<file path="src/rtl/anmm_pkg.sv">
// ----------------------------------------------------------------------------
// anmm_pkg
// Types, constants and helpers shared by the adapter name/MAC matcher.
// ----------------------------------------------------------------------------
package anmm_pkg;

	localparam int NAME_LEN    = 32;
	localparam int MAC_LEN     = 18;
	localparam int MAX_DEVICES = 256;

	localparam int POS_W = (NAME_LEN > 1) ? $clog2(NAME_LEN) : 1;
	localparam int CNT_W = $clog2(MAX_DEVICES + 1);
	localparam int IDX_W = 8;

	localparam logic [7:0] CHAR_SPACE = 8'h20;
	localparam logic [7:0] CHAR_DEL   = 8'h7F;
	localparam logic [7:0] CHAR_LC_A  = 8'h61;
	localparam logic [7:0] CHAR_LC_Z  = 8'h7A;

	// configuration register indexes
	localparam logic [2:0] CFG_NAME_W0 = 3'd0;
	localparam logic [2:0] CFG_NAME_W1 = 3'd1;
	localparam logic [2:0] CFG_NAME_W2 = 3'd2;
	localparam logic [2:0] CFG_NAME_W3 = 3'd3;
	localparam logic [2:0] CFG_MAC_W0  = 3'd4;
	localparam logic [2:0] CFG_MAC_W1  = 3'd5;
	localparam logic [2:0] CFG_MAC_W2  = 3'd6;

	typedef enum logic [1:0] {
		CMP_UNDECIDED = 2'd0,
		CMP_EQUAL     = 2'd1,
		CMP_DIFFER    = 2'd2
	} cmp_t;

	typedef enum logic [2:0] {
		ST_FOUND          = 3'd0,
		ST_NO_DEVICES     = 3'd1,
		ST_NO_TARGET      = 3'd2,
		ST_MAC_NOT_FOUND  = 3'd3,
		ST_NAME_NOT_FOUND = 3'd4
	} status_t;

	typedef struct packed {
		logic nul_seen;
		logic bytes_ok;
		cmp_t cmp;
	} field_state_t;

	typedef struct packed {
		status_t          status;
		logic [IDX_W-1:0] device_index;
		logic             truncated;
	} result_t;

	typedef struct packed {
		logic [CNT_W-1:0] device_count;
		logic             winner_valid;
	} list_state_t;

	function automatic logic [7:0] to_upper(input logic [7:0] c);
		return (c >= CHAR_LC_A && c <= CHAR_LC_Z) ? c - CHAR_SPACE : c;
	endfunction

endpackage

</file>
<file path="src/rtl/anmm_field_track.sv">
// ----------------------------------------------------------------------------
// anmm_field_track
// Per-device tracker for one text field: nul seen, printable check and the
// running case-blind compare against the target.
// ----------------------------------------------------------------------------
module anmm_field_track
	import anmm_pkg::*;
(
	input  logic         clk,
	input  logic         arst_n,
	input  logic         en,
	input  logic         clr,
	input  logic [7:0]   c,
	input  logic [7:0]   t,
	output field_state_t nxt
);

	field_state_t cur_q;
	field_state_t upd;

	always_comb begin
		upd = cur_q;
		if (!cur_q.nul_seen) begin
			if (c == 8'h00)
				upd.nul_seen = 1'b1;
			else if (c < CHAR_SPACE || c >= CHAR_DEL)
				upd.bytes_ok = 1'b0;
		end
		if (cur_q.cmp == CMP_UNDECIDED) begin
			if (to_upper(c) != to_upper(t))
				upd.cmp = CMP_DIFFER;
			else if (c == 8'h00)
				upd.cmp = CMP_EQUAL;
		end
	end

	assign nxt = en ? upd : cur_q;

	always_ff @(posedge clk or negedge arst_n) begin
		if (!arst_n) begin
			cur_q.nul_seen <= 1'b0;
			cur_q.bytes_ok <= 1'b1;
			cur_q.cmp      <= CMP_UNDECIDED;
		end else if (clr) begin
			cur_q.nul_seen <= 1'b0;
			cur_q.bytes_ok <= 1'b1;
			cur_q.cmp      <= CMP_UNDECIDED;
		end else if (en) begin
			cur_q <= upd;
		end
	end

endmodule

</file>
<file path="src/rtl/anmm_select.sv">
// ----------------------------------------------------------------------------
// anmm_select
// Device judging, winner bookkeeping and end-of-list status.
// ----------------------------------------------------------------------------
module anmm_select
	import anmm_pkg::*;
(
	input  logic              clk,
	input  logic              arst_n,
	input  logic              judge,
	input  logic              eol,
	input  logic signed [7:0] rssi,
	input  field_state_t      name_st,
	input  field_state_t      mac_st,
	input  logic              mac_set,
	input  logic              name_set,
	output result_t           res,
	output list_state_t       lst
);

	logic [CNT_W-1:0]  device_count_q;
	logic              winner_valid_q;
	logic [IDX_W-1:0]  winner_index_q;
	logic signed [7:0] winner_rssi_q;
	logic              overflow_q;

	logic full;
	logic usable;
	logic take;

	assign full   = device_count_q >= CNT_W'(MAX_DEVICES);
	assign usable = name_st.nul_seen && mac_st.nul_seen && name_st.bytes_ok && mac_st.bytes_ok;

	always_comb begin
		take = 1'b0;
		if (usable) begin
			if (mac_set)
				take = (mac_st.cmp == CMP_EQUAL) && !winner_valid_q;
			else if (name_st.cmp == CMP_EQUAL)
				take = !winner_valid_q || (rssi > winner_rssi_q);
		end
	end

	always_ff @(posedge clk or negedge arst_n) begin
		if (!arst_n) begin
			device_count_q <= '0;
			winner_valid_q <= 1'b0;
			winner_index_q <= '0;
			winner_rssi_q  <= '0;
			overflow_q     <= 1'b0;
		end else if (eol) begin
			device_count_q <= '0;
			winner_valid_q <= 1'b0;
			winner_index_q <= '0;
			winner_rssi_q  <= '0;
			overflow_q     <= 1'b0;
		end else if (judge) begin
			if (full) begin
				overflow_q <= 1'b1;
			end else begin
				device_count_q <= device_count_q + 1'b1;
				if (take) begin
					winner_valid_q <= 1'b1;
					winner_index_q <= IDX_W'(device_count_q);
					winner_rssi_q  <= rssi;
				end
			end
		end
	end

	always_comb begin
		res.device_index = '0;
		res.truncated    = overflow_q;
		if (device_count_q == '0)
			res.status = ST_NO_DEVICES;
		else if (!mac_set && !name_set)
			res.status = ST_NO_TARGET;
		else if (winner_valid_q) begin
			res.status       = ST_FOUND;
			res.device_index = winner_index_q;
		end else if (mac_set)
			res.status = ST_MAC_NOT_FOUND;
		else
			res.status = ST_NAME_NOT_FOUND;
	end

	assign lst.device_count = device_count_q;
	assign lst.winner_valid = winner_valid_q;

endmodule

</file>
<file path="src/rtl/adapter_name_mac_matcher.sv">
// ----------------------------------------------------------------------------
// adapter_name_mac_matcher
// Picks one adapter from a streamed device list by case-blind name or MAC
// text match and reports the outcome on each end-of-list request.
// ----------------------------------------------------------------------------
// Result path: an end-of-list request is registered in the input stage and,
//   once it advances, loads the result register that drives m_tvalid.
// Throughput: one request per cycle; the single result register stalls the
//   input stage only when an end-of-list request meets an untaken result.
// Reset: arst_n clears list state, target registers and both valid flags.
module adapter_name_mac_matcher
	import anmm_pkg::*;
(
	input  logic        clk,
	input  logic        arst_n,
	input  logic        s_tvalid,
	output logic        s_tready,
	input  logic [23:0] s_tdata,   // name_char[7:0], mac_char[15:8], rssi[23:16]
	input  logic        s_tuser,   // kind
	output logic        m_tvalid,
	input  logic        m_tready,
	output logic [15:0] m_tdata,   // status[2:0], device_index[10:3], list_truncated[11]
	input  logic        cfg_valid,
	output logic        cfg_ready,
	input  logic [2:0]  cfg_index,
	input  logic [63:0] cfg_data
);

	logic [63:0] name_w_q [4];
	logic [63:0] mac_w_q  [3];

	logic              valid_s1;
	logic              kind_s1;
	logic [7:0]        name_s1;
	logic [7:0]        mac_s1;
	logic signed [7:0] rssi_s1;

	logic [POS_W-1:0] position_q;
	logic             out_valid_q;
	result_t          out_q;

	logic         advance;
	logic         step;
	logic         eol;
	logic         last_pos;
	logic         dev_done;
	logic         mac_en;
	logic [255:0] name_tgt;
	logic [191:0] mac_tgt;
	logic [4:0]   mac_byte_idx;
	logic [7:0]   name_t;
	logic [7:0]   mac_t;
	logic         mac_set;
	logic         name_set;
	field_state_t name_st;
	field_state_t mac_st;
	result_t      res;
	list_state_t  lst;

	// configuration
	assign cfg_ready = 1'b1;

	always_ff @(posedge clk or negedge arst_n) begin
		if (!arst_n) begin
			for (int i = 0; i < 4; i++) name_w_q[i] <= '0;
			for (int i = 0; i < 3; i++) mac_w_q[i] <= '0;
		end else if (cfg_valid) begin
			case (cfg_index)
				CFG_NAME_W0: name_w_q[0] <= cfg_data;
				CFG_NAME_W1: name_w_q[1] <= cfg_data;
				CFG_NAME_W2: name_w_q[2] <= cfg_data;
				CFG_NAME_W3: name_w_q[3] <= cfg_data;
				CFG_MAC_W0:  mac_w_q[0]  <= cfg_data;
				CFG_MAC_W1:  mac_w_q[1]  <= cfg_data;
				CFG_MAC_W2:  mac_w_q[2]  <= cfg_data;
				default: ;
			endcase
		end
	end

	assign name_tgt = {name_w_q[3], name_w_q[2], name_w_q[1], name_w_q[0]};
	assign mac_tgt  = {mac_w_q[2], mac_w_q[1], mac_w_q[0]};
	assign mac_set  = mac_w_q[0][7:0] != 8'h00;
	assign name_set = name_w_q[0][7:0] != 8'h00;

	// input stage
	assign advance  = valid_s1 && !(kind_s1 && out_valid_q && !m_tready);
	assign s_tready = !valid_s1 || advance;
	assign step     = advance && !kind_s1;
	assign eol      = advance && kind_s1;

	always_ff @(posedge clk or negedge arst_n) begin
		if (!arst_n)
			valid_s1 <= 1'b0;
		else if (s_tready)
			valid_s1 <= s_tvalid;
	end

	always_ff @(posedge clk) begin
		if (s_tvalid && s_tready) begin
			kind_s1 <= s_tuser;
			name_s1 <= s_tdata[7:0];
			mac_s1  <= s_tdata[15:8];
			rssi_s1 <= s_tdata[23:16];
		end
	end

	// byte position within the current device
	assign last_pos = position_q == POS_W'(NAME_LEN - 1);
	assign dev_done = step && last_pos;
	assign mac_en   = step && (32'(position_q) < MAC_LEN);

	always_ff @(posedge clk or negedge arst_n) begin
		if (!arst_n)
			position_q <= '0;
		else if (eol || dev_done)
			position_q <= '0;
		else if (step)
			position_q <= position_q + 1'b1;
	end

	// past the MAC length the byte is unused, so keep the select in range
	assign mac_byte_idx = (32'(position_q) < MAC_LEN) ? 5'(position_q) : 5'd0;
	assign name_t       = name_tgt[{position_q, 3'b000} +: 8];
	assign mac_t        = mac_tgt[{mac_byte_idx, 3'b000} +: 8];

	anmm_field_track u_name_track (
		.clk    (clk),
		.arst_n (arst_n),
		.en     (step),
		.clr    (eol || dev_done),
		.c      (name_s1),
		.t      (name_t),
		.nxt    (name_st)
	);

	anmm_field_track u_mac_track (
		.clk    (clk),
		.arst_n (arst_n),
		.en     (mac_en),
		.clr    (eol || dev_done),
		.c      (mac_s1),
		.t      (mac_t),
		.nxt    (mac_st)
	);

	anmm_select u_select (
		.clk      (clk),
		.arst_n   (arst_n),
		.judge    (dev_done),
		.eol      (eol),
		.rssi     (rssi_s1),
		.name_st  (name_st),
		.mac_st   (mac_st),
		.mac_set  (mac_set),
		.name_set (name_set),
		.res      (res),
		.lst      (lst)
	);

	// result register
	always_ff @(posedge clk or negedge arst_n) begin
		if (!arst_n)
			out_valid_q <= 1'b0;
		else if (eol)
			out_valid_q <= 1'b1;
		else if (m_tready)
			out_valid_q <= 1'b0;
	end

	always_ff @(posedge clk) begin
		if (eol)
			out_q <= res;
	end

	assign m_tvalid = out_valid_q;
	assign m_tdata  = {4'b0000, out_q.truncated, out_q.device_index, out_q.status};

	// checks
	a_pos_range: assert property (@(posedge clk) disable iff (!arst_n)
		32'(position_q) < NAME_LEN)
		else $error("position beyond device length");

	a_count_range: assert property (@(posedge clk) disable iff (!arst_n)
		32'(lst.device_count) <= MAX_DEVICES)
		else $error("device count beyond limit");

	a_winner_counted: assert property (@(posedge clk) disable iff (!arst_n)
		lst.winner_valid |-> lst.device_count != '0)
		else $error("winner without counted device");

	a_result_source: assert property (@(posedge clk) disable iff (!arst_n)
		(m_tvalid && !$past(m_tvalid)) |-> $past(valid_s1 && kind_s1))
		else $error("result without end-of-list request");

endmodule
</file>
<file path="config.mk">
export PLATFORM = sky130hd
export DESIGN_NAME = adapter_name_mac_matcher
export DESIGN_NICKNAME = d
export VERILOG_FILES = /design/src/rtl/anmm_pkg.sv /design/src/rtl/anmm_field_track.sv /design/src/rtl/anmm_select.sv /design/src/rtl/adapter_name_mac_matcher.sv
export SDC_FILE = /design/constraint.sdc
export NUM_CORES = 1
export LEC_CHECK = 0
export BUFFER_PORTS_ARGS = -buffer_cell sky130_fd_sc_hd__buf_4
export CAP_MARGIN = 40
export CORE_MARGIN = 1
export CORE_UTILIZATION = 45
export CTS_CLUSTER_SIZE = 28
export DETAILED_ROUTE_END_ITERATION = 8
export PLACE_DENSITY = 0.71
export SYNTH_ARGS = -nofsm -noshare
export SYNTH_HDL_FRONTEND = slang
export SYNTH_SLANG_ARGS = --single-unit
</file>
<file path="constraint.sdc">
create_clock -name clk -period 4.05 [get_ports clk]
set_clock_uncertainty 0.05 [all_clocks]
set_input_delay 0.6075 -clock clk [delete_from_list [all_inputs] [get_ports clk]]
set_output_delay 0.6075 -clock clk [all_outputs]
set_load 0.03 [all_outputs]
</file>
# After elaboration in Yosys (flattened, before gate mapping)
# Index checks and enable logic that the tools add are counted.
# op_classes
order_cmp,15
muxes,51
div,0
bitwise,1
n_addsub,6
n_shift,2
n_reduce_logical,54
n_eq_ne,12
multipliers,0
# ops
cell,count
256-bit by 9-bit indexed part select with 8-bit output,1
192-bit by 9-bit indexed part select with 8-bit output,1
8-bit two-way mux,12
8-bit by 7-bit greater-or-equal comparator with 1-bit output (second input constant),6
8-bit by 7-bit <= comparator with 1-bit output (second input constant),4
8-bit by 6-bit subtractor with 8-bit output (second input constant),4
9-bit two-way mux,3
2-bit two-way mux,10
1-bit two-way mux,18
2-bit AND reduction,9
1-bit logical AND,17
8-bit zero test,2
8-bit by 6-bit less-than comparator with 1-bit output (second input constant),2
4-bit two-way mux,4
8-bit != test,2
8-bit nonzero test,2
5-bit two-way mux,3
2-bit nonzero test,5
9-bit by 1-bit adder with 9-bit output (second input constant),1
3-bit == test (second input constant),3
9-bit greater-or-equal comparator (second input constant),1
9-bit zero test,1
8-bit greater-than comparator,1
1-bit zero test,7
other kinds (14),22
# word_totals
n_memories,0
latch_bits,0
mem_bits_ro,0
ramBits,0
reg_bits,527
inputBits,97

# Longest topological paths before layout
# logic_depth
word_depth,18
mapped_depth,20
ltp_nobuf,14

# By module
# A second synthesis with hierarchy kept.
# unflattened
hier_cells,1620
hier_area_um2,22913.2
# by_module_without_submodules
module,area_per_inst_um2,n_inst,seq_area_each_um2,cells_each
adapter_name_mac_matcher,20079.3,1,11370.9,1315
anmm_select,1752.9,1,675.6,175
anmm_field_track,540.5,2,101.3,65

# Worst setup path after synthesis
# OpenSTA, ideal clock, no wires.
# synth_path
path_kind,register -> register
start,register position_q[2]
end,register u_select.winner_index_q[5]
path_buffers,3
path_slack_ns,0.046
arrival_time_ns,3.875
stages_incl_launch_ff,18
t_required_ns,3.921
setup_ns,0.079
cell_sequence,dfrtp_1 -> o31a_1 -> clkbuf_1 -> nor2_4 -> mux2_2 -> o2111ai_1 -> or2_2 -> ha_1 -> inv_1 -> or4_1 -> a21oi_1 -> nor3_1 -> mux2_2 -> a31o_1 -> a22oi_2 -> buf_6 -> buf_12 -> mux2i_1
# synth_between
elab_chain_len,16
# synth_lines
element,line_no,rtl
from (decl),adapter_name_mac_matcher.sv:38,logic [POS_W-1:0] position_q;
from (signal assigned),adapter_name_mac_matcher.sv:119,position_q <= position_q + 1'b1;
5-bit less-than comparator,"adapter_name_mac_matcher.sv:111, adapter_name_mac_matcher.sv:123",
5-bit two-way mux,adapter_name_mac_matcher.sv:123,assign mac_byte_idx = (32'(position_q) < MAC_LEN) ? 5'(position_q) : 5'd0;
192-bit by 9-bit indexed part select with 8-bit output,adapter_name_mac_matcher.sv:125,"assign mac_t = mac_tgt[{mac_byte_idx, 3'b000} +: 8];"
8-bit by 7-bit greater-or-equal comparator with 1-bit output or 8-bit by 7-bit <= comparator with 1-bit output (tied branches),anmm_pkg.sv:61,return (c >= CHAR_LC_A && c <= CHAR_LC_Z) ? c - CHAR_SPACE : c;
1-bit logical AND,anmm_pkg.sv:61,
8-bit two-way mux,anmm_pkg.sv:61,
8-bit != test,anmm_field_track.sv:30,if (to_upper(c) != to_upper(t))
2-bit two-way mux,anmm_field_track.sv:30,
2-bit two-way mux,anmm_field_track.sv:29,if (cur_q.cmp == CMP_UNDECIDED) begin
4-bit two-way mux,anmm_field_track.sv:37,assign nxt = en ? upd : cur_q;
2-bit by 1-bit == test with 1-bit output,anmm_select.sv:38,take = (mac_st.cmp == CMP_EQUAL) && !winner_valid_q;
1-bit logical AND,anmm_select.sv:38,
1-bit two-way mux,anmm_select.sv:37,if (mac_set)
1-bit two-way mux,anmm_select.sv:36,if (usable) begin
2-bit nonzero test (no source line),-,
3-bit AND reduction (no source line) *,-,
to (signal assigned),anmm_select.sv:64,winner_index_q <= IDX_W'(device_count_q);
to (decl),anmm_select.sv:23,logic [IDX_W-1:0] winner_index_q;
# Every way passes the cells marked *; elsewhere a longest branch is shown, timed or not.
# A chain may end at the register's enable or synchronous reset.

# Final worst setup path
# layout_path
start,register position_q[0]
end,register u_select.winner_rssi_q[2]
# layout_between
elab_chain_len,16
# layout_lines
element,line_no,rtl
5-bit less-than comparator,"adapter_name_mac_matcher.sv:111, adapter_name_mac_matcher.sv:123",
5-bit two-way mux,adapter_name_mac_matcher.sv:123,
192-bit by 9-bit indexed part select with 8-bit output,adapter_name_mac_matcher.sv:125,
8-bit by 7-bit greater-or-equal comparator with 1-bit output or 8-bit by 7-bit <= comparator with 1-bit output (tied branches),anmm_pkg.sv:61,
1-bit logical AND,anmm_pkg.sv:61,
8-bit two-way mux,anmm_pkg.sv:61,
8-bit != test,anmm_field_track.sv:30,
2-bit two-way mux,anmm_field_track.sv:30,
2-bit two-way mux,anmm_field_track.sv:29,
4-bit two-way mux,anmm_field_track.sv:37,
2-bit by 1-bit == test with 1-bit output,anmm_select.sv:38,
1-bit logical AND,anmm_select.sv:38,
1-bit two-way mux,anmm_select.sv:37,
1-bit two-way mux,anmm_select.sv:36,
2-bit nonzero test (no source line),-,
3-bit AND reduction (no source line) *,-,
to (signal assigned),anmm_select.sv:65,winner_rssi_q <= rssi;
to (decl),anmm_select.sv:24,logic signed [7:0] winner_rssi_q;
# Marked as above.

==> results.yml <==
floorplanning:
  core_area_sq_mm: 0.05017
  dieArea_sq_mm: 0.05174
  std_cell_rows: 82
  start_util_pct: 45.59
  io_pins: 116
  dieHeight_um: 227.5
  die_w_um: 227.5
worst_setup_path:
  path_max_fanout: 13
  worst-endpoint-arrival_ns: 4.43
  critPathKind: "reg -> reg"
  cp.required_ns: 4.48
  end_kind: "flip-flop"
  timing.critical_path.mode_cell: "o211ai_1"
  crit_path_cell_trace: "buf_12 > buf_16 > buf_4 > mux4_2 > o211ai_1 > o211ai_1 > or3b_1 > o32a_1 > xnor2_2 > o32ai_2 > a22oi_2 > buf_6 > clkbuf_16 > mux2i_1"
  critPathMaxStageDelay_ns: 0.54
  cp-start-kind: "flip-flop"
  r2r_slack_ns: 0.05
  crit_slowest_cell: "mux4_2"
logic_synthesis:
  synth-edff-count: 37
  ys_top_cells_by_area: "dfrtp_1 (48%), mux2_2 (21%), edfxtp_1 (4.9%)"
  yosysSeqAreaShare_pct: 53.22
  ys.flop_type: "dfrtp_1"
  synth_top_area_share_pct: 48.13
  synth_async_sr_flop_share_pct: 92.28
  synth.avg_cell_area_sq_um: 13.23
  ys_seq_elements: 479
  syn-cell-area_sq_mm: 0.02287
  syn_inst: 1729
  synth_area_leader_cell: "dfrtp_1"
  yosysUniqueCellTypes: 90
  ys_warn_count: 0
place:
  io_buffers: 110
  hpwl_mm: 44.43
  postPlaceCellArea_sq_mm: 0.02502
  gp_congestion: 0.9653
  place_inst: 2515
clock_tree:
  clock_sinks: 479
  cts_tree: "built"
  tritoncts.num_buffers: 51
  cts.path.max_buffers: 3
  cts_root_buffer: "clkbuf_16"
  clkTransAtPathRegs_ns: 0.06
  clk_latency_ns: 0.61
  htreeDepth: 2
sta:
  slew_headroom_pct: 35.81
  rsz0062_at_grt: "yes"
  min_period_over_period_pct: 98.68
  hold_viol: 0
  min_period_ns: 3.997
  worst_pin_slew_ns: 0.9628
  report.final.slew_viol_count: 0
  max_freq_ghz: 0.2502
  finalSetupTns_ns: 0
  setup_viol: 0
pwr:
  peakVddDrop_mv: 0.4578
  fin_total_pwr_mw: 14.99
  powerDensity_mw_per_mm2: 545.9
  power_leakage_nw: 11.65
layout:
  layout_commonest_cell: "dfrtp_1"
  final_cells: 2651
  fill_cells: 4188
  synthToLayoutAreaGrowth_pct: 20.05
  antennaDiodeCount: 0
  drive_gt1_share_pct: 43.30
  num-nets-final: 2052
  final-seq-area_sq_mm: 0.01218
  multi_input_area_sq_mm: 0.01024
  final_cell_mix: "dfrtp_1 (436), mux2_2 (418), buf_4 (225), nand2_1 (103), mux2i_1 (89)"
  fin_area_sq_mm: 0.02746
job:
  drv_cap: 0
drt:
  vias: 15418
  wl_per_cell_um: 23.92
  vias_per_cell: 5.816
  drcViolationCount: 0
  routed_wl_mm: 63.40
  drt-initial-drc-count: 1283
  drtAntennaViolNets: 0
  drt_pre_antenna_iters: 6
hold_path:
  hp-class: "in -> reg"
grt:
  grtUsageTotal_pct: 24.64
  grt_pass1_wl_mm: 95.57
  grt_pass1_vias: 15774
  overflow: 0
  antenna_found_initial: 0
  grt_max_degree: 110
status:
  status: "completed"
-- cells by family (layout without fill, tap and decap cells) --
logic type | count (synthesis) | count (layout) | synth area share (%)
mux | 551 | 551 | 28.49
flops | 479 | 479 | 53.22
simple gates | 317 | 317 | 6.985
compound gates | 212 | 212 | 6.646
buf+inv | 134 | 381 | 3.063
xor+xnor | 18 | 18 | 0.6892
fa+ha+maj | 16 | 16 | 0.8752
other cells | 2 | 5 | 0.03283
-- Yosys cell counts, types with 6 or more instances --
library cell,number
edfxtp_1,37
buf_6,11
nand4_1,7
a22oi_1,24
buf_2,18
nand2b_1,15
xor2_1,7
a21oi_1,37
clkbuf_1,60
dfrtp_1,440
nor3_1,25
mux2_2,421
nand3_1,27
nor2b_1,15
nand2_1,104
mux2i_1,93
o22ai_1,14
nor2_1,53
and2_1,16
mux4_2,34
o211ai_1,7
ha_1,16
nor4_1,9
inv_1,24
buf_4,16
a31oi_1,6
xnor2_1,11
a211oi_1,14
o21ai_0,36
a221oi_1,6
-- critical path: cells and delay by family, from the launching register on --
family	cells	cell delay (ns)
compound gates	5	1.20
buf+inv	5	0.88
mux	2	0.66
flops	1	0.47
simple gates	1	0.45
xor+xnor	1	0.16
-- layout make-up --
cell class / count / area share, %
Clock inverter: 24 / 1.103
Timing Repair Buffer: 262 / 8.685
Sequential cell: 479 / 44.36
Multi-Input combinational cell: 1119 / 37.31
Tap cell: 672 / 3.062
Clock buffer: 69 / 5.112
Inverter: 26 / 0.3691
-- registers in the layout, indices dropped and copies added, names as in the netlist --
signal	flops
name_tgt	256
mac_tgt	144
m_tdata	12
u_select.device_count_q	9
mac_s1	8
name_s1	8
rssi_s1	8
u_select.winner_index_q	8
u_select.winner_rssi_q	8
position_q	5
u_mac_track.cur_q	4
u_name_track.cur_q	4
kind_s1	1
m_tvalid	1
u_select.overflow_q	1
u_select.winner_valid_q	1
valid_s1	1
-- through the flow --
step	setup slack (ns)	utilization, %	hold WS [ns]
2_1_floorplan	0.04564	-	0.2619
3_3_place_gp	-0.04597	49.68	0.4090
3_5_place_dp	-0.03565	49.88	0.4232
4_1_cts	0.03207	53.47	0.09969
5_1_grt	-0.02443	54.73	0.1176
6_report	0.05330	54.73	0.1344
-- layer usage --
metal / track usage [%] / wire length [um] / vias to the layer above
met2: 41.58 / 31630 / 466
met3: 2.943 / 2828 / 132
met1: 31.97 / 26380 / 7997
met4: 10.74 / 2556 / 0
li1: - / - / 6823
met5: 0 / 0 / -
-- where the power goes --
| group | switching, mW | internal (mW) | leakage [nW] | total (mW) |
|---|---|---|---|---|
| registers | 0.577 | 5.78 | 5.72 | 6.36 |
| logic | 1.84 | 2.00 | 5.10 | 3.84 |
| clock network | 1.97 | 2.82 | 0.826 | 4.79 |
-- what timing repair did --
action                                 CTS  global route
endpoints found under the hold margin   68             0
pin swaps                                0            27
gates resized for setup                  4            60
setup endpoints to repair               16            17
cloned                                   0             5
hold buffers                             1             0
buffers inserted                         5            32
-- path summary, 6_finish.rpt --
path                       depth (start not counted)                                    end                            from
max                                               14  u_select.winner_rssi_q[2]$_DFFE_PN0P_       position_q[0]$_DFFE_PN0P_
min                                                1                   rssi_s1[3]$_DFFE_PP_                     s_tdata[19]
max reg2reg                                       14  u_select.winner_rssi_q[2]$_DFFE_PN0P_       position_q[0]$_DFFE_PN0P_
min reg2reg                                        2         u_mac_track.cur_q[2]$_DFF_PN1_  u_mac_track.cur_q[2]$_DFF_PN1_
max in group asynchronous                          3               name_tgt[29]$_DFFE_PN0P_                          arst_n
min in group asynchronous                          2               name_tgt[37]$_DFFE_PN0P_                          arst_n
(Power assumes the default switching activity.)
